$ cat config.mk
export PLATFORM = sky130hd
export DESIGN_NAME = hsv_to_rgb_gamma_unit
export DESIGN_NICKNAME = d
export VERILOG_FILES = /design/src/rtl/core/hsvg_pkg.sv /design/src/rtl/core/hsvg_sector.sv /design/src/rtl/core/hsvg_shade.sv /design/src/rtl/core/hsvg_gamma.sv /design/src/rtl/core/hsv_to_rgb_gamma_unit.sv
export SDC_FILE = /design/constraint.sdc
export NUM_CORES = 1
export LEC_CHECK = 0
export ABC_CLOCK_PERIOD_IN_PS = 14200
export CAP_MARGIN = 20
export CELL_PAD_IN_SITES_DETAIL_PLACEMENT = 1
export CELL_PAD_IN_SITES_GLOBAL_PLACEMENT = 1
export CORE_MARGIN = 2
export CORE_UTILIZATION = 55
export DETAILED_ROUTE_END_ITERATION = 10
export DONT_BUFFER_PORTS = 1
export GPL_TIMING_DRIVEN = 0
export PLACE_DENSITY = 0.86
export RECOVER_POWER = 25
export SLEW_MARGIN = 0
export SYNTH_ARGS = -nofsm -noshare
export SYNTH_HDL_FRONTEND = slang
export SYNTH_SLANG_ARGS = --single-unit
$ cat constraint.sdc
create_clock -name clk -period 14.2 [get_ports clk]
set_clock_uncertainty 0.05 [all_clocks]
set_input_delay 2.84 -clock clk [delete_from_list [all_inputs] [get_ports clk]]
set_output_delay 2.84 -clock clk [all_outputs]
set_load 0.1 [all_outputs]
$ cat src/rtl/core/hsvg_pkg.sv
package hsvg_pkg;

    localparam logic [7:0] SECTOR_1 = 8'd43;
    localparam logic [7:0] SECTOR_2 = 8'd85;
    localparam logic [7:0] SECTOR_3 = 8'd128;
    localparam logic [7:0] SECTOR_4 = 8'd171;
    localparam logic [7:0] SECTOR_5 = 8'd213;
    localparam logic [7:0] CHAN_FULL = 8'd255;
    localparam logic [7:0] SAT_BUMP = 8'd128;

    // floor(o * 255 / 43) for sector offsets 0..42; unused offsets read zero
    localparam logic [7:0] RAMP_LUT [64] = '{
        8'd0,   8'd5,   8'd11,  8'd17,  8'd23,  8'd29,  8'd35,  8'd41,
        8'd47,  8'd53,  8'd59,  8'd65,  8'd71,  8'd77,  8'd83,  8'd88,
        8'd94,  8'd100, 8'd106, 8'd112, 8'd118, 8'd124, 8'd130, 8'd136,
        8'd142, 8'd148, 8'd154, 8'd160, 8'd166, 8'd171, 8'd177, 8'd183,
        8'd189, 8'd195, 8'd201, 8'd207, 8'd213, 8'd219, 8'd225, 8'd231,
        8'd237, 8'd243, 8'd249, 8'd0,   8'd0,   8'd0,   8'd0,   8'd0,
        8'd0,   8'd0,   8'd0,   8'd0,   8'd0,   8'd0,   8'd0,   8'd0,
        8'd0,   8'd0,   8'd0,   8'd0,   8'd0,   8'd0,   8'd0,   8'd0
    };

    localparam logic [7:0] GAMMA_ROM [256] = '{
        8'd0,   8'd1,   8'd1,   8'd1,   8'd1,   8'd1,   8'd1,   8'd1,
        8'd1,   8'd1,   8'd1,   8'd1,   8'd1,   8'd1,   8'd1,   8'd2,
        8'd2,   8'd2,   8'd2,   8'd2,   8'd2,   8'd2,   8'd2,   8'd2,
        8'd2,   8'd3,   8'd3,   8'd3,   8'd3,   8'd3,   8'd3,   8'd3,
        8'd4,   8'd4,   8'd4,   8'd4,   8'd4,   8'd5,   8'd5,   8'd5,
        8'd5,   8'd6,   8'd6,   8'd6,   8'd6,   8'd7,   8'd7,   8'd7,
        8'd7,   8'd8,   8'd8,   8'd8,   8'd9,   8'd9,   8'd9,   8'd10,
        8'd10,  8'd10,  8'd11,  8'd11,  8'd12,  8'd12,  8'd12,  8'd13,
        8'd13,  8'd14,  8'd14,  8'd14,  8'd15,  8'd15,  8'd16,  8'd16,
        8'd17,  8'd17,  8'd18,  8'd18,  8'd19,  8'd19,  8'd20,  8'd20,
        8'd21,  8'd21,  8'd22,  8'd23,  8'd23,  8'd24,  8'd24,  8'd25,
        8'd26,  8'd26,  8'd27,  8'd27,  8'd28,  8'd29,  8'd29,  8'd30,
        8'd31,  8'd31,  8'd32,  8'd33,  8'd34,  8'd34,  8'd35,  8'd36,
        8'd36,  8'd37,  8'd38,  8'd39,  8'd40,  8'd40,  8'd41,  8'd42,
        8'd43,  8'd44,  8'd44,  8'd45,  8'd46,  8'd47,  8'd48,  8'd49,
        8'd50,  8'd50,  8'd51,  8'd52,  8'd53,  8'd54,  8'd55,  8'd56,
        8'd57,  8'd58,  8'd59,  8'd60,  8'd61,  8'd62,  8'd63,  8'd64,
        8'd65,  8'd66,  8'd67,  8'd68,  8'd69,  8'd70,  8'd71,  8'd72,
        8'd74,  8'd75,  8'd76,  8'd77,  8'd78,  8'd79,  8'd80,  8'd82,
        8'd83,  8'd84,  8'd85,  8'd86,  8'd88,  8'd89,  8'd90,  8'd91,
        8'd92,  8'd94,  8'd95,  8'd96,  8'd98,  8'd99,  8'd100, 8'd101,
        8'd103, 8'd104, 8'd106, 8'd107, 8'd108, 8'd110, 8'd111, 8'd112,
        8'd114, 8'd115, 8'd117, 8'd118, 8'd120, 8'd121, 8'd122, 8'd124,
        8'd125, 8'd127, 8'd128, 8'd130, 8'd131, 8'd133, 8'd134, 8'd136,
        8'd138, 8'd139, 8'd141, 8'd142, 8'd144, 8'd146, 8'd147, 8'd149,
        8'd150, 8'd152, 8'd154, 8'd155, 8'd157, 8'd159, 8'd160, 8'd162,
        8'd164, 8'd166, 8'd167, 8'd169, 8'd171, 8'd173, 8'd174, 8'd176,
        8'd178, 8'd180, 8'd182, 8'd183, 8'd185, 8'd187, 8'd189, 8'd191,
        8'd193, 8'd195, 8'd197, 8'd198, 8'd200, 8'd202, 8'd204, 8'd206,
        8'd208, 8'd210, 8'd212, 8'd214, 8'd216, 8'd218, 8'd220, 8'd222,
        8'd224, 8'd226, 8'd228, 8'd230, 8'd232, 8'd235, 8'd237, 8'd239,
        8'd241, 8'd243, 8'd245, 8'd247, 8'd249, 8'd252, 8'd254, 8'd255
    };

    // raw sector color plus the blend/scale operands
    typedef struct packed {
        logic [7:0] r;
        logic [7:0] g;
        logic [7:0] b;
        logic [8:0] sat;
        logic [7:0] val;
        logic       gam;
    } pix_t;

    // shaded color waiting for the gamma lookup
    typedef struct packed {
        logic [7:0] r;
        logic [7:0] g;
        logic [7:0] b;
        logic       gam;
    } rgb_t;

endpackage

$ cat src/rtl/core/hsvg_sector.sv
module hsvg_sector
(
    input  logic              clk,
    input  logic              rst_n,
    input  logic              in_valid,
    output logic              in_ready,
    input  logic [7:0]        hue,
    input  logic [7:0]        saturation,
    input  logic [7:0]        brightness,
    input  logic              apply_gamma,
    output logic              out_valid,
    input  logic              out_ready,
    output hsvg_pkg::pix_t    out_data
);
    import hsvg_pkg::*;

    logic       valid_reg;
    pix_t       data_reg;
    pix_t       data_next;
    logic [7:0] off;

    assign in_ready  = !valid_reg || out_ready;
    assign out_valid = valid_reg;
    assign out_data  = data_reg;

    always_comb
    begin
        data_next     = '0;
        off           = 8'd0;
        data_next.val = brightness;
        data_next.gam = apply_gamma;
        // saturation above the midpoint is bumped so that 255 maps to 256
        data_next.sat = (saturation > SAT_BUMP) ? {1'b0, saturation} + 9'd1
                                                : {1'b0, saturation};
        if (hue < SECTOR_1)
        begin
            off         = hue;
            data_next.r = CHAN_FULL;
            data_next.g = RAMP_LUT[off[5:0]];
        end
        else if (hue < SECTOR_2)
        begin
            off         = hue - SECTOR_1;
            data_next.g = CHAN_FULL;
            data_next.r = CHAN_FULL - RAMP_LUT[off[5:0]];
        end
        else if (hue < SECTOR_3)
        begin
            off         = hue - SECTOR_2;
            data_next.g = CHAN_FULL;
            data_next.b = RAMP_LUT[off[5:0]];
        end
        else if (hue < SECTOR_4)
        begin
            off         = hue - SECTOR_3;
            data_next.b = CHAN_FULL;
            data_next.g = CHAN_FULL - RAMP_LUT[off[5:0]];
        end
        else if (hue < SECTOR_5)
        begin
            off         = hue - SECTOR_4;
            data_next.b = CHAN_FULL;
            data_next.r = RAMP_LUT[off[5:0]];
        end
        else
        begin
            off         = hue - SECTOR_5;
            data_next.r = CHAN_FULL;
            data_next.b = CHAN_FULL - RAMP_LUT[off[5:0]];
        end
    end

    always_ff @(posedge clk or negedge rst_n)
    begin
        if (!rst_n)
        begin
            valid_reg <= 1'b0;
        end
        else if (in_ready)
        begin
            valid_reg <= in_valid;
        end
    end

    always_ff @(posedge clk)
    begin
        if (in_ready && in_valid)
        begin
            data_reg <= data_next;
        end
    end

endmodule

$ cat src/rtl/core/hsvg_shade.sv
module hsvg_shade
(
    input  logic              clk,
    input  logic              rst_n,
    input  logic              up_valid,
    output logic              up_ready,
    input  hsvg_pkg::pix_t    in_data,
    output logic              out_valid,
    input  logic              out_ready,
    output hsvg_pkg::rgb_t    out_data
);
    import hsvg_pkg::*;

    // blend toward white: (c * s + 255 * (256 - s)) >> 8
    function automatic logic [7:0] blend(input logic [7:0] c, input logic [8:0] s);
        logic [16:0] sum;
        sum = 17'(c) * 17'(s) + 17'(CHAN_FULL) * (17'd256 - 17'(s));
        return sum[15:8];
    endfunction

    function automatic logic [7:0] scale(input logic [7:0] c, input logic [7:0] v);
        logic [15:0] prod;
        prod = 16'(c) * 16'(v);
        return prod[15:8];
    endfunction

    logic  a_valid_reg;
    logic  a_ready;
    rgb_t  a_reg;
    rgb_t  a_next;
    logic [7:0] a_val_reg;
    logic  b_valid_reg;
    logic  b_ready;
    rgb_t  b_reg;
    rgb_t  b_next;

    assign b_ready   = !b_valid_reg || out_ready;
    assign a_ready   = !a_valid_reg || b_ready;
    assign up_ready  = a_ready;
    assign out_valid = b_valid_reg;
    assign out_data  = b_reg;

    always_comb
    begin
        a_next.r   = blend(in_data.r, in_data.sat);
        a_next.g   = blend(in_data.g, in_data.sat);
        a_next.b   = blend(in_data.b, in_data.sat);
        a_next.gam = in_data.gam;
        b_next.r   = scale(a_reg.r, a_val_reg);
        b_next.g   = scale(a_reg.g, a_val_reg);
        b_next.b   = scale(a_reg.b, a_val_reg);
        b_next.gam = a_reg.gam;
    end

    always_ff @(posedge clk or negedge rst_n)
    begin
        if (!rst_n)
        begin
            a_valid_reg <= 1'b0;
            b_valid_reg <= 1'b0;
        end
        else
        begin
            if (a_ready)
            begin
                a_valid_reg <= up_valid;
            end
            if (b_ready)
            begin
                b_valid_reg <= a_valid_reg;
            end
        end
    end

    always_ff @(posedge clk)
    begin
        if (a_ready && up_valid)
        begin
            a_reg     <= a_next;
            a_val_reg <= in_data.val;
        end
        if (b_ready && a_valid_reg)
        begin
            b_reg <= b_next;
        end
    end

endmodule

$ cat src/rtl/core/hsvg_gamma.sv
module hsvg_gamma
(
    input  logic              clk,
    input  logic              rst_n,
    input  logic              up_valid,
    output logic              up_ready,
    input  hsvg_pkg::rgb_t    in_data,
    output logic              out_valid,
    input  logic              out_ready,
    output logic [7:0]        red,
    output logic [7:0]        green,
    output logic [7:0]        blue
);
    import hsvg_pkg::*;

    logic       valid_reg;
    logic [7:0] red_reg;
    logic [7:0] green_reg;
    logic [7:0] blue_reg;
    logic [7:0] red_next;
    logic [7:0] green_next;
    logic [7:0] blue_next;

    assign up_ready  = !valid_reg || out_ready;
    assign out_valid = valid_reg;
    assign red       = red_reg;
    assign green     = green_reg;
    assign blue      = blue_reg;

    always_comb
    begin
        red_next   = in_data.gam ? GAMMA_ROM[in_data.r] : in_data.r;
        green_next = in_data.gam ? GAMMA_ROM[in_data.g] : in_data.g;
        blue_next  = in_data.gam ? GAMMA_ROM[in_data.b] : in_data.b;
    end

    always_ff @(posedge clk or negedge rst_n)
    begin
        if (!rst_n)
        begin
            valid_reg <= 1'b0;
        end
        else if (up_ready)
        begin
            valid_reg <= up_valid;
        end
    end

    always_ff @(posedge clk)
    begin
        if (up_ready && up_valid)
        begin
            red_reg   <= red_next;
            green_reg <= green_next;
            blue_reg  <= blue_next;
        end
    end

endmodule

$ cat src/rtl/core/hsv_to_rgb_gamma_unit.sv
// HSV to RGB color converter with optional gamma correction.
//
// Input stream (s_*): one word per pixel. s_tdata carries hue, saturation
// and brightness; s_tuser set means the result goes through the gamma table.
// Output stream (m_*): one word per input word, in order, red/green/blue.
//
// Four register stages: sector decode and ramp lookup, saturation blend
// (one 8x9 multiply per channel), brightness scale (one 8x8 multiply per
// channel), gamma lookup into the output register. Throughput is one pixel
// per clock while m_tready stays high.
//
// Each stage holds its own valid bit and moves whenever the stage after it
// is empty or moving, so bubbles are squeezed out. When the receiver drops
// m_tready the output word holds and the stages behind it keep filling; the
// input sees s_tready low only once all four stages are full. Nothing is
// dropped or repeated.
//
// Reset (rst_n low, asynchronous) empties the pipeline; no other state.
module hsv_to_rgb_gamma_unit
(
    input  logic        clk,
    input  logic        rst_n,
    input  logic        s_tvalid,
    output logic        s_tready,
    input  logic [23:0] s_tdata,   // hue[7:0], saturation[15:8], brightness[23:16]
    input  logic        s_tuser,   // apply_gamma[0]
    output logic        m_tvalid,
    input  logic        m_tready,
    output logic [23:0] m_tdata    // red[7:0], green[15:8], blue[23:16]
);
    import hsvg_pkg::*;

    logic  st1_valid;
    logic  st1_ready;
    pix_t  st1_data;
    logic  st3_valid;
    logic  st3_ready;
    rgb_t  st3_data;
    logic [7:0] red;
    logic [7:0] green;
    logic [7:0] blue;

    hsvg_sector u_sector
    (
        .clk         (clk),
        .rst_n       (rst_n),
        .in_valid    (s_tvalid),
        .in_ready    (s_tready),
        .hue         (s_tdata[7:0]),
        .saturation  (s_tdata[15:8]),
        .brightness  (s_tdata[23:16]),
        .apply_gamma (s_tuser),
        .out_valid   (st1_valid),
        .out_ready   (st1_ready),
        .out_data    (st1_data)
    );

    hsvg_shade u_shade
    (
        .clk       (clk),
        .rst_n     (rst_n),
        .up_valid  (st1_valid),
        .up_ready  (st1_ready),
        .in_data   (st1_data),
        .out_valid (st3_valid),
        .out_ready (st3_ready),
        .out_data  (st3_data)
    );

    hsvg_gamma u_gamma
    (
        .clk       (clk),
        .rst_n     (rst_n),
        .up_valid  (st3_valid),
        .up_ready  (st3_ready),
        .in_data   (st3_data),
        .out_valid (m_tvalid),
        .out_ready (m_tready),
        .red       (red),
        .green     (green),
        .blue      (blue)
    );

    assign m_tdata = {blue, green, red};

`ifndef SYNTHESIS
    a_accept_fills_st1: assert property (@(posedge clk) disable iff (!rst_n)
        (s_tvalid && s_tready) |=> st1_valid)
        else $error("accepted word did not reach first stage");

    a_st1_holds: assert property (@(posedge clk) disable iff (!rst_n)
        (st1_valid && !st1_ready) |=> (st1_valid && $stable(st1_data)))
        else $error("stalled first stage lost its word");

    a_no_gamma_pass: assert property (@(posedge clk) disable iff (!rst_n)
        (st3_valid && st3_ready && !st3_data.gam) |=>
        (m_tvalid && m_tdata == $past({st3_data.b, st3_data.g, st3_data.r})))
        else $error("ungamma'd word changed in output stage");
`endif

endmodule
==> results by group, run 1 <==
Clocking
  • Post-CTS Setup Inserts: 0
  • Number of clock sinks: 128
  • CTS Buf Count: 17
  • Clock slew at reported path FFs: 70 ps
  • Clock tree from TritonCTS: yes
  • Clock latency on the worst-skew pair: 490 ps
  • Maximum level of the CTS H-tree: 4
  • Post-cts repair resize count: 0
  • CTS Root Cell: clkbuf_16
  • Worst-case clock buffer depth: 2
  • Hold-fix buffer count after cts: 0

Routing
  • Number of nets with antenna violations after routing: 0
  • Detailed-routing iteration count for the pre-antenna-repair pass: 5
  • Number of vias per cell: 6.228
  • Total via count in the routed design: 22620
  • Total wirelength of the detailed-routed design: 84.69 mm
  • Drt wl/cell: 23.32 um
  • Violation count after the first detailed-routing iteration: 1573
  • DR DRC count: 0

GRT
  • Pin count of the biggest net entering global routing: 38
  • Number of antenna violations at the first check in global routing: 1
  • Via count of the first global-routing pass: 24750
  • All-layer global routing usage: 35.91%
  • Wire length of the first global-routing pass: 133.8 mm
  • GR Overflow Total: 0

Floorplan
  • Die area: 48240 um^2
  • Y dimension of the die: 219.6 um
  • Core area: 46260 um^2
  • Number of placement rows: 79
  • Overall die width: 219.6 um
  • IO Count: 55
  • Starting utilization of the core area: 55.29%

Worst setup path
  • Critical path capture point: u_shade.a_reg[24]
  • Worst setup path category: reg2reg
  • Worst Path Arrival: 11070 ps
  • Worst reg2reg startpoint: u_sector.out_data[9]
  • Number of logic stages on the critical path including buffering: 32
  • Setup slack of the most critical reg-to-reg path: 3310 ps
  • Top delay family on crit path: adder cells
  • RR Endpoint: u_shade.a_reg[24]
  • Worst Path Max Fanout: 10
  • Worst reg2reg path depth: 32
  • Largest stage delay, worst path: 750 ps
  • Cell type of the slowest stage on the worst timing path: xor2_1
  • Worst EP required: 14390 ps
  • Kind of start point of the critical path: flop
  • Timing startpoint of the critical path: u_sector.out_data[9]
  • WP buf/inv: 9
  • Capturing element type of the critical path: flop

Synth
  • Syn nets: 3587
  • Number of synthesis warnings: 0
  • Area fraction of the dominant cell type after synthesis: 23.32%
  • Number of distinct library cells after synthesis: 81
  • Top cells by instance count after synthesis: inv_1 (418), nand2_1 (316), fa_1 (298)
  • Number of enable flip-flop cells after synthesis: 124
  • Most common flop cell mapped by yosys: edfxtp_1
  • Leading cell types by total area after synthesis: fa_1 (23%), edfxtp_1 (15%), ha_1 (13%), inv_1 (6.1%), and2_1 (5.5%)
  • Portion of the post-synthesis area used by sequential elements: 14.95%
  • Post-Synthesis Mean Instance Area: 8.563 um^2
  • Most common cell in the netlist: inv_1
  • Number of storage elements in the synthesis netlist: 128
  • Largest area contributor in the synthesized netlist: fa_1
  • Area of the mapped netlist: 25580 um^2
  • Post-synthesis cell count: 2987
  • Async set-or-reset flop fraction in the synthesized netlist: 3.125%

Timing
  • Fmax achieved: 91.85 MHz
  • Hold Vio Cnt, Final: 0
  • Final critical-path required period: 10890 ps
  • Final sum of negative setup slack: 0 ps
  • Final setup margin: 3312 ps
  • Slew at the pin closest to its max-slew limit: 1074 ps
  • Period utilisation layout: 76.68%
  • Final max-slew violation count: 0
  • Setup repair after global routing missed its margin: no
  • Worst relative slew slack: 28.39%
  • Final setup violation count: 0

Placed design
  • Port Buffer Count: 0
  • Post-detailed-placement half-perimeter wirelength: 67.11 mm
  • Worst slack, placed: 3533 ps
  • Post-detailed-placement cell area: 26410 um^2
  • Placer congestion estimate: 0.9784

Min path
  • Worst min-delay path category: reg2reg
  • Critical hold path startpoint: u_sector.out_data[2]

Finish
  • Total non-filler cell area in the finished layout: 26960 um^2
  • Layout overhead on the synthesized area: 5.415%
  • Proportion of layout cells with a drive suffix above 1: 2.844%
  • Number of flip-flops in the largest register: 42
  • Net count of the finished layout: 3611
  • Number of inserted diodes: 0

Run
  • Max capacitance violation total: 0

Run status
  • Status: completed
per-layer routing:
metal | track usage (%) | vias up | wire length [um]
met3 | 4.831 | 311 | 4508
met1 | 42.22 | 11380 | 32920
li1 | - | 9953 | -
met2 | 63.73 | 967 | 42640
met4 | 18.95 | 2 | 4603
met5 | 0 | - | 12
kinds of logic (layout without fill, tap and decap cells):
family / Yosys count / count (layout) / synth area share (%)
compound gates: 569 / 569 / 14.20
xor+xnor: 151 / 151 / 5.259
fa+ha+maj: 573 / 573 / 36.76
buf+inv: 607 / 644 / 8.957
flops: 128 / 128 / 14.95
mux: 39 / 39 / 2.260
simple gates: 920 / 920 / 17.62
cell type report:
type                            count  area [um^2]
Buffer                            185        706.9
Clock buffer                       19        432.9
Tap cell                          607        759.5
Sequential cell                   128         3824
Clock inverter                     13        128.9
Multi-Input combinational cell   2252        19460
Fill cell                        5520        19300
Inverter                          422         1584
Timing Repair Buffer                5        61.31
stage by stage:
step           hold WS (ps)  utilization (%)  instances
2_1_floorplan         350.3                -       2987
3_3_place_gp          353.7            56.93       3594
3_5_place_dp          357.5            57.08       3598
4_1_cts               372.4            58.30       3630
5_1_grt               378.0            58.28       3631
6_report              371.0            58.28       3631
worst min-delay path by stage:
stage,cells past startpoint,endpoint
6_report,0,u_shade.a_val_reg[1]
5_1_grt,0,u_shade.a_val_reg[4]
2_1_floorplan,0,u_shade.a_reg[0]
3_5_place_dp,0,u_shade.a_val_reg[3]
4_1_cts,0,u_shade.a_val_reg[1]
3_3_place_gp,0,u_shade.a_reg[0]
layout by cell type (no fill, tap or decap), types with 12 or more instances in the layout:
cell type | netlist | final
xnor2_1 | 94 | 94
a211oi_1 | 44 | 44
clkbuf_16 | 0 | 17
mux4_2 | 14 | 14
a311oi_1 | 13 | 13
nand2_1 | 316 | 316
nor2b_1 | 39 | 39
o211ai_1 | 33 | 33
fa_1 | 298 | 298
o21ai_0 | 145 | 145
nand3_1 | 47 | 47
a31oi_1 | 29 | 29
and2_1 | 225 | 221
edfxtp_1 | 124 | 124
nor2_1 | 175 | 175
ha_1 | 273 | 273
clkbuf_1 | 148 | 152
nand2b_1 | 21 | 21
a21o_1 | 14 | 14
o21a_1 | 12 | 12
nor3_1 | 36 | 36
inv_1 | 418 | 418
o31ai_1 | 15 | 15
xor2_1 | 55 | 55
buf_1 | 32 | 31
mux2i_1 | 15 | 15
a21oi_1 | 154 | 154
worst reg2reg max path, delay by kind of cell, from the launching register on:
kind                     cells  cell delay, ps
adder cells (fa/ha/maj)     10            4510
XOR/XNOR                     5            2240
AO/OA/AOI/OAI                7            1980
buffers and inverters        9            1320
flip-flops                   1             440
AND/OR/NAND/NOR              1             120
Power of run 1 is not shown: default switching activity piles up to over one toggle a cycle in this logic, so the estimate is an artifact.
==> run 2: changes to the inputs <==
ABC_AREA = 1   (was unset)
ABC_CLOCK_PERIOD_IN_PS = 10600   (was 14200)
CORE_UTILIZATION = 50   (was 55)
PLACE_DENSITY = 0.81   (was 0.86)
clock period = 10.6 ns   (was 14.2 ns; I/O delays follow)
==> run 2 against run 1 <==
Net effect: flip-flop and latch count unchanged; hold slack improved by 1.5 ps; via count grew 5.6%; highest routed layer unchanged.
==> results by group, run 2 <==
Run status
  • Status: completed

Synth
  • Post-Synthesis Mean Instance Area: 7.367 um^2
  • Most common cell in the netlist: nand2_1
  • Portion of the post-synthesis area used by sequential elements: 14.81%
  • Number of synthesis warnings: 0
  • Area of the mapped netlist: 25820 um^2
  • Post-synthesis cell count: 3505
  • Syn nets: 4105
  • Top cells by instance count after synthesis: nand2_1 (831), inv_1 (784), fa_1 (298)
  • Async set-or-reset flop fraction in the synthesized netlist: 3.125%
  • Number of storage elements in the synthesis netlist: 128
  • Leading cell types by total area after synthesis: fa_1 (23%), edfxtp_1 (14%), ha_1 (13%), nand2_1 (12%), inv_1 (11%)
  • Largest area contributor in the synthesized netlist: fa_1
  • Area fraction of the dominant cell type after synthesis: 23.10%
  • Number of distinct library cells after synthesis: 59
  • Most common flop cell mapped by yosys: edfxtp_1
  • Number of enable flip-flop cells after synthesis: 124

Timing
  • Hold Vio Cnt, Final: 0
  • Final max-slew violation count: 0
  • Fmax achieved: 99.97 MHz
  • Final setup violation count: 0
  • Worst relative slew slack: 9.029%
  • Period utilisation layout: 94.36%
  • Final critical-path required period: 10000 ps
  • Slew at the pin closest to its max-slew limit: 1365 ps
  • Setup repair after global routing missed its margin: no
  • Final sum of negative setup slack: 0 ps

Placed design
  • Post-detailed-placement half-perimeter wirelength: 70.82 mm
  • Placer congestion estimate: 0.9749
  • Port Buffer Count: 0

Run
  • Max capacitance violation total: 0

Worst setup path
  • Worst Path Arrival: 10180 ps
  • Largest stage delay, worst path: 680 ps
  • Worst reg2reg startpoint: u_sector.out_data[10]
  • Critical path capture point: u_shade.a_reg[7]
  • Worst reg2reg path depth: 30
  • Worst setup path category: reg2reg
  • Worst Path Max Fanout: 10
  • Timing startpoint of the critical path: u_sector.out_data[10]
  • Cell type of the slowest stage on the worst timing path: clkbuf_1
  • Kind of start point of the critical path: flop
  • Worst EP required: 10780 ps
  • Capturing element type of the critical path: flop
  • Cell with the most instances on the worst path: fa_1
  • Setup slack of the most critical reg-to-reg path: 600 ps
  • RR Endpoint: u_shade.a_reg[7]

Routing
  • Number of vias per cell: 5.654
  • Total via count in the routed design: 23870
  • Number of nets with antenna violations after routing: 0
  • Total wirelength of the detailed-routed design: 87.70 mm
  • Drt wl/cell: 20.77 um
  • Violation count after the first detailed-routing iteration: 1546
  • Detailed-routing iteration count for the pre-antenna-repair pass: 9
  • DR DRC count: 0

Clocking
  • Clock tree from TritonCTS: yes
  • Worst-case clock buffer depth: 2
  • Clock latency on the worst-skew pair: 500 ps
  • CTS Buf Count: 17
  • Post-cts repair resize count: 0
  • Post-CTS Setup Inserts: 0
  • Hold-fix buffer count after cts: 0
  • Maximum level of the CTS H-tree: 4
  • CTS Root Cell: clkbuf_16
  • Clock slew at reported path FFs: 70 ps
  • Number of clock sinks: 128

Finish
  • Proportion of layout cells with a drive suffix above 1: 3.135%
  • Net count of the finished layout: 4128
  • Number of flip-flops in the largest register: 42
  • Layout overhead on the synthesized area: 5.718%
  • Most frequent cells in the layout: nand2_1 (831), inv_1 (784), fa_1 (298)
  • Fill count: 6602
  • Most common library cell in the layout ignoring fill and taps: nand2_1

Floorplan
  • Number of placement rows: 83
  • Die area: 53480 um^2
  • Starting utilization of the core area: 50.43%
  • IO Count: 55
  • Y dimension of the die: 231.3 um
  • Core area: 51200 um^2
  • Overall die width: 231.3 um

GRT
  • Via count of the first global-routing pass: 26720
  • GR Overflow Total: 0
  • Wire length of the first global-routing pass: 141.3 mm
  • Pin count of the biggest net entering global routing: 32
  • Number of antenna violations at the first check in global routing: 2
  • All-layer global routing usage: 33.66%

Min path
  • Worst min-delay path category: reg2reg
-- run 2: changes by cell type after synthesis, sizes merged, moves of 21 or more --
| cell | change |
|---|---|
| nand2 | +525 |
| inv | +374 |
| and2 | -224 |
| nand3 | +105 |
| o21ai | +67 |
| xnor2 | -58 |
| clkbuf | -45 |
| nor2b | -39 |
| a211oi | -36 |
| a21oi | +28 |
| nor3 | -25 |
| nand2b | -21 |
-- run 2: how the worst min path moves through the flow --
| stage | startpoint | end | slack, ps | depth (start not counted) |
|---|---|---|---|---|
| 5_1_grt | u_sector.out_data[7] | u_shade.a_val_reg[6] | 380 | 0 |
| 2_1_floorplan | u_sector.out_data[0] | u_shade.a_reg[0] | 350 | 0 |
| 6_report | u_sector.out_data[7] | u_shade.a_val_reg[6] | 370 | 0 |
| 4_1_cts | u_sector.out_data[7] | u_shade.a_val_reg[6] | 380 | 0 |
| 3_3_place_gp | u_sector.out_data[6] | u_shade.a_val_reg[5] | 350 | 0 |
| 3_5_place_dp | u_sector.out_data[1] | u_shade.a_val_reg[0] | 360 | 0 |
-- run 2: stage by stage --
stage	cell area [um^2]	hold slack [ps]	util [%]	std cells	worst slack, ps
global placement	26670	353.1	52.10	4185	1096
finish	27300	372.6	53.32	4222	597.3
global route	27300	383.1	53.32	4222	228.2
floorplan	25820	350.3	-	3505	2725
detailed placement	26740	355.9	52.24	4188	818.9
CTS	27310	375.0	53.34	4220	735.5
-- run 2: final cells by class --
class                      instances  area [um^2]  share of cell area (%)
antenna                            1        2.502                0.009167
buffer                           151        634.4                   2.324
clock buffer                      17        425.4                   1.558
clock inverter                    15        138.9                  0.5088
inverter                         796         2988                   10.95
multi-input combinational       2430        18380                   67.33
sequential                       128         3824                   14.01
tap                              680        850.8                   3.117
timing repair buffer               4        55.05                  0.2017
-- run 2: routing by layer --
| metal | global-route usage [%] | share of wire [%] | vias to the layer above |
|---|---|---|---|
| met5 | 0 | 0.014 | - |
| met4 | 18.63 | 5.3 | 2 |
| met3 | 3.617 | 3.8 | 258 |
| met2 | 59.90 | 51 | 696 |
| met1 | 39.59 | 40 | 11960 |
| li1 | - | - | 10960 |
-- run 2: cells by family after synthesis --
family                   Yosys count  synth area share, %
AO/OA/AOI/OAI                    546                12.09
XOR/XNOR                         107                3.717
adder cells (fa/ha/maj)          571                36.33
buffers and inverters            947                14.04
flip-flops                       128                14.81
multiplexers                       1              0.03877
AND/OR/NAND/NOR                 1205                18.97
-- run 2: critical path, delay by kind of cell, from the launching register on --
| family | cells | cell delay, ps |
|---|---|---|
| adder cells (fa/ha/maj) | 10 | 4230 |
| XOR/XNOR | 6 | 1910 |
| AO/OA/AOI/OAI | 7 | 1560 |
| buffers and inverters | 6 | 1320 |
| AND/OR/NAND/NOR | 1 | 340 |
| flip-flops | 1 | 320 |
Power of run 2 is left out for the same reason.
==> run 3: changes to the inputs <==
PLACE_DENSITY = 0.91   (was 0.81)
==> run 3 against run 2 <==
Net effect: first-iteration DRC count is 42% higher; clock-buffer cell count unchanged; flip-flop and latch count unchanged; utilization barely moved; non-clock buffer count shrank 1; hold slack lost 5.7 ps; cell area about the same; via count increased by 2.6%.
==> results by group, run 3 (same netlist as run 2, synthesis figures left out) <==
Run status
  • Status: completed

Clocking
  • CTS Buf Count: 17
  • Clock latency on the worst-skew pair: 520 ps
  • Clock slew at reported path FFs: 70 ps
  • Post-cts repair resize count: 0
  • Hold-fix buffer count after cts: 0
  • CTS Root Cell: clkbuf_16
  • Post-CTS Setup Inserts: 0
  • Clock tree from TritonCTS: yes
  • Maximum level of the CTS H-tree: 4
  • Worst-case clock buffer depth: 2
  • Number of clock sinks: 128

Routing
  • Drt wl/cell: 21.40 um
  • Number of nets with antenna violations after routing: 0
  • Violation count after the first detailed-routing iteration: 2200
  • Total via count in the routed design: 24490
  • DR DRC count: 0
  • Detailed-routing iteration count for the pre-antenna-repair pass: 5
  • Number of vias per cell: 5.804
  • Total wirelength of the detailed-routed design: 90.29 mm

Placed design
  • Placer congestion estimate: 0.9919
  • Post-detailed-placement cell area: 26740 um^2
  • Post-detailed-placement half-perimeter wirelength: 69.20 mm
  • Port Buffer Count: 0

Timing
  • Final critical-path required period: 10100 ps
  • Hold Vio Cnt, Final: 0
  • Period utilisation layout: 95.29%
  • Slew at the pin closest to its max-slew limit: 1078 ps
  • Final sum of negative setup slack: 0 ps
  • Setup repair after global routing missed its margin: no
  • Post-Route Hold Slack: 366.8 ps
  • Worst relative slew slack: 27.87%
  • Fmax achieved: 99.00 MHz
  • Final max-slew violation count: 0
  • Final setup violation count: 0

Worst setup path
  • Worst setup path category: reg2reg
  • Cell type of the slowest stage on the worst timing path: xnor2_1
  • Worst EP required: 10800 ps
  • Worst Path Max Fanout: 10
  • RR Endpoint: u_shade.a_reg[24]
  • Worst reg2reg startpoint: u_sector.out_data[10]
  • Worst reg2reg path depth: 34
  • Setup slack of the most critical reg-to-reg path: 500 ps
  • Kind of start point of the critical path: flop
  • Capturing element type of the critical path: flop
  • Worst Path Arrival: 10300 ps
  • Largest stage delay, worst path: 740 ps
  • Cell with the most instances on the worst path: inv_1

Run
  • Max capacitance violation total: 0

Finish
  • Fill count: 6590
  • Number of inserted diodes: 0
  • Most frequent cells in the layout: nand2_1 (831), inv_1 (784), fa_1 (298)
  • Fraction of the core area covered by cells at the end of the flow: 53.34%
  • Most common library cell in the layout ignoring fill and taps: nand2_1
  • Layout overhead on the synthesized area: 5.771%
  • Proportion of layout cells with a drive suffix above 1: 3.164%
  • Net count of the finished layout: 4127
  • Total non-filler cell area in the finished layout: 27310 um^2
  • Number of flip-flops in the largest register: 42

Min path
  • Cell count of the worst hold path: 0
  • Worst min-delay path category: reg2reg
  • Hold endpoint: u_shade.a_val_reg[2]
  • Critical hold path startpoint: u_sector.out_data[3]

GRT
  • Routing usage on met3: 4.860%
  • Global routing met1 resource utilization: 38.89%
  • Met2 track demand over resource in global routing: 59.98%
  • Number of antenna violations at the first check in global routing: 0
  • Most Used Layer, Global Route: met2
  • GR Overflow Total: 0
  • Wire length of the first global-routing pass: 143.0 mm
  • All-layer global routing usage: 34.28%
  • Via count of the first global-routing pass: 26760
  • Pin count of the biggest net entering global routing: 34

Floorplan
  • Die area: 53480 um^2
  • Starting utilization of the core area: 50.43%
  • Y dimension of the die: 231.3 um
  • Overall die width: 231.3 um
  • IO Count: 55
  • Number of placement rows: 83
  • Core area: 51200 um^2
-- run 3: changes by cell type in the layout (fill, tap and decap cells not counted), sizes merged --
| cell | before | now |
|---|---|---|
| clkinvlp | 4 | 3 |
| clkinv | 12 | 8 |
| bufinv | 1 | 2 |
| buf | 47 | 48 |
| inv | 794 | 798 |
| clkbuf | 125 | 123 |
| diode | 1 | 0 |
-- run 3: area by class of cell --
| class | instances | area, um^2 | share of cell area (%) |
|---|---|---|---|
| Multi-Input combinational cell | 2430 | 18390 | 67.32 |
| Sequential cell | 128 | 3824 | 14.00 |
| Clock buffer | 17 | 425.4 | 1.558 |
| Tap cell | 680 | 850.8 | 3.115 |
| Inverter | 796 | 2988 | 10.94 |
| Buffer | 151 | 635.6 | 2.327 |
| Timing Repair Buffer | 3 | 43.79 | 0.1603 |
| Clock inverter | 15 | 157.7 | 0.5772 |
-- run 3: worst max-delay path by stage --
stage	startpoint	to	depth (start not counted)
finish	u_sector.out_data[10]	u_shade.a_reg[24]	34
global route	u_sector.out_data[10]	u_shade.a_reg[24]	35
CTS	u_sector.out_data[10]	u_shade.a_reg[24]	36
detailed placement	u_sector.out_data[10]	u_shade.a_reg[24]	31
global placement	u_sector.out_data[10]	u_shade.a_reg[24]	29
floorplan	u_sector.out_data[10]	u_shade.a_reg[15]	33
-- run 3: layer usage --
| layer | part of all wire (%) | up-vias |
|---|---|---|
| met5 | 0 | - |
| met4 | 7.1 | 0 |
| met3 | 5.5 | 391 |
| met2 | 49 | 1079 |
| met1 | 38 | 12050 |
| li1 | - | 10970 |
-- run 3: worst max-delay path, delay by kind of cell (launching register included) --
family,cells,cell delay (ps)
and+or+nand+nor,7,960
adders and majority gates,10,4330
AOI/OAI and AO/OA,4,800
buffers and inverters,10,1730
DFF,1,320
xor gates and xnor gates,3,1620
-- run 3: per-stage QoR --
step                setup WS [ps]  cells
global placement             1165   4185
global route                176.8   4220
floorplan                    2725   3505
finish                      499.0   4220
detailed placement          765.0   4188
CTS                         535.7   4220
Power of run 3 is left out for the same reason.
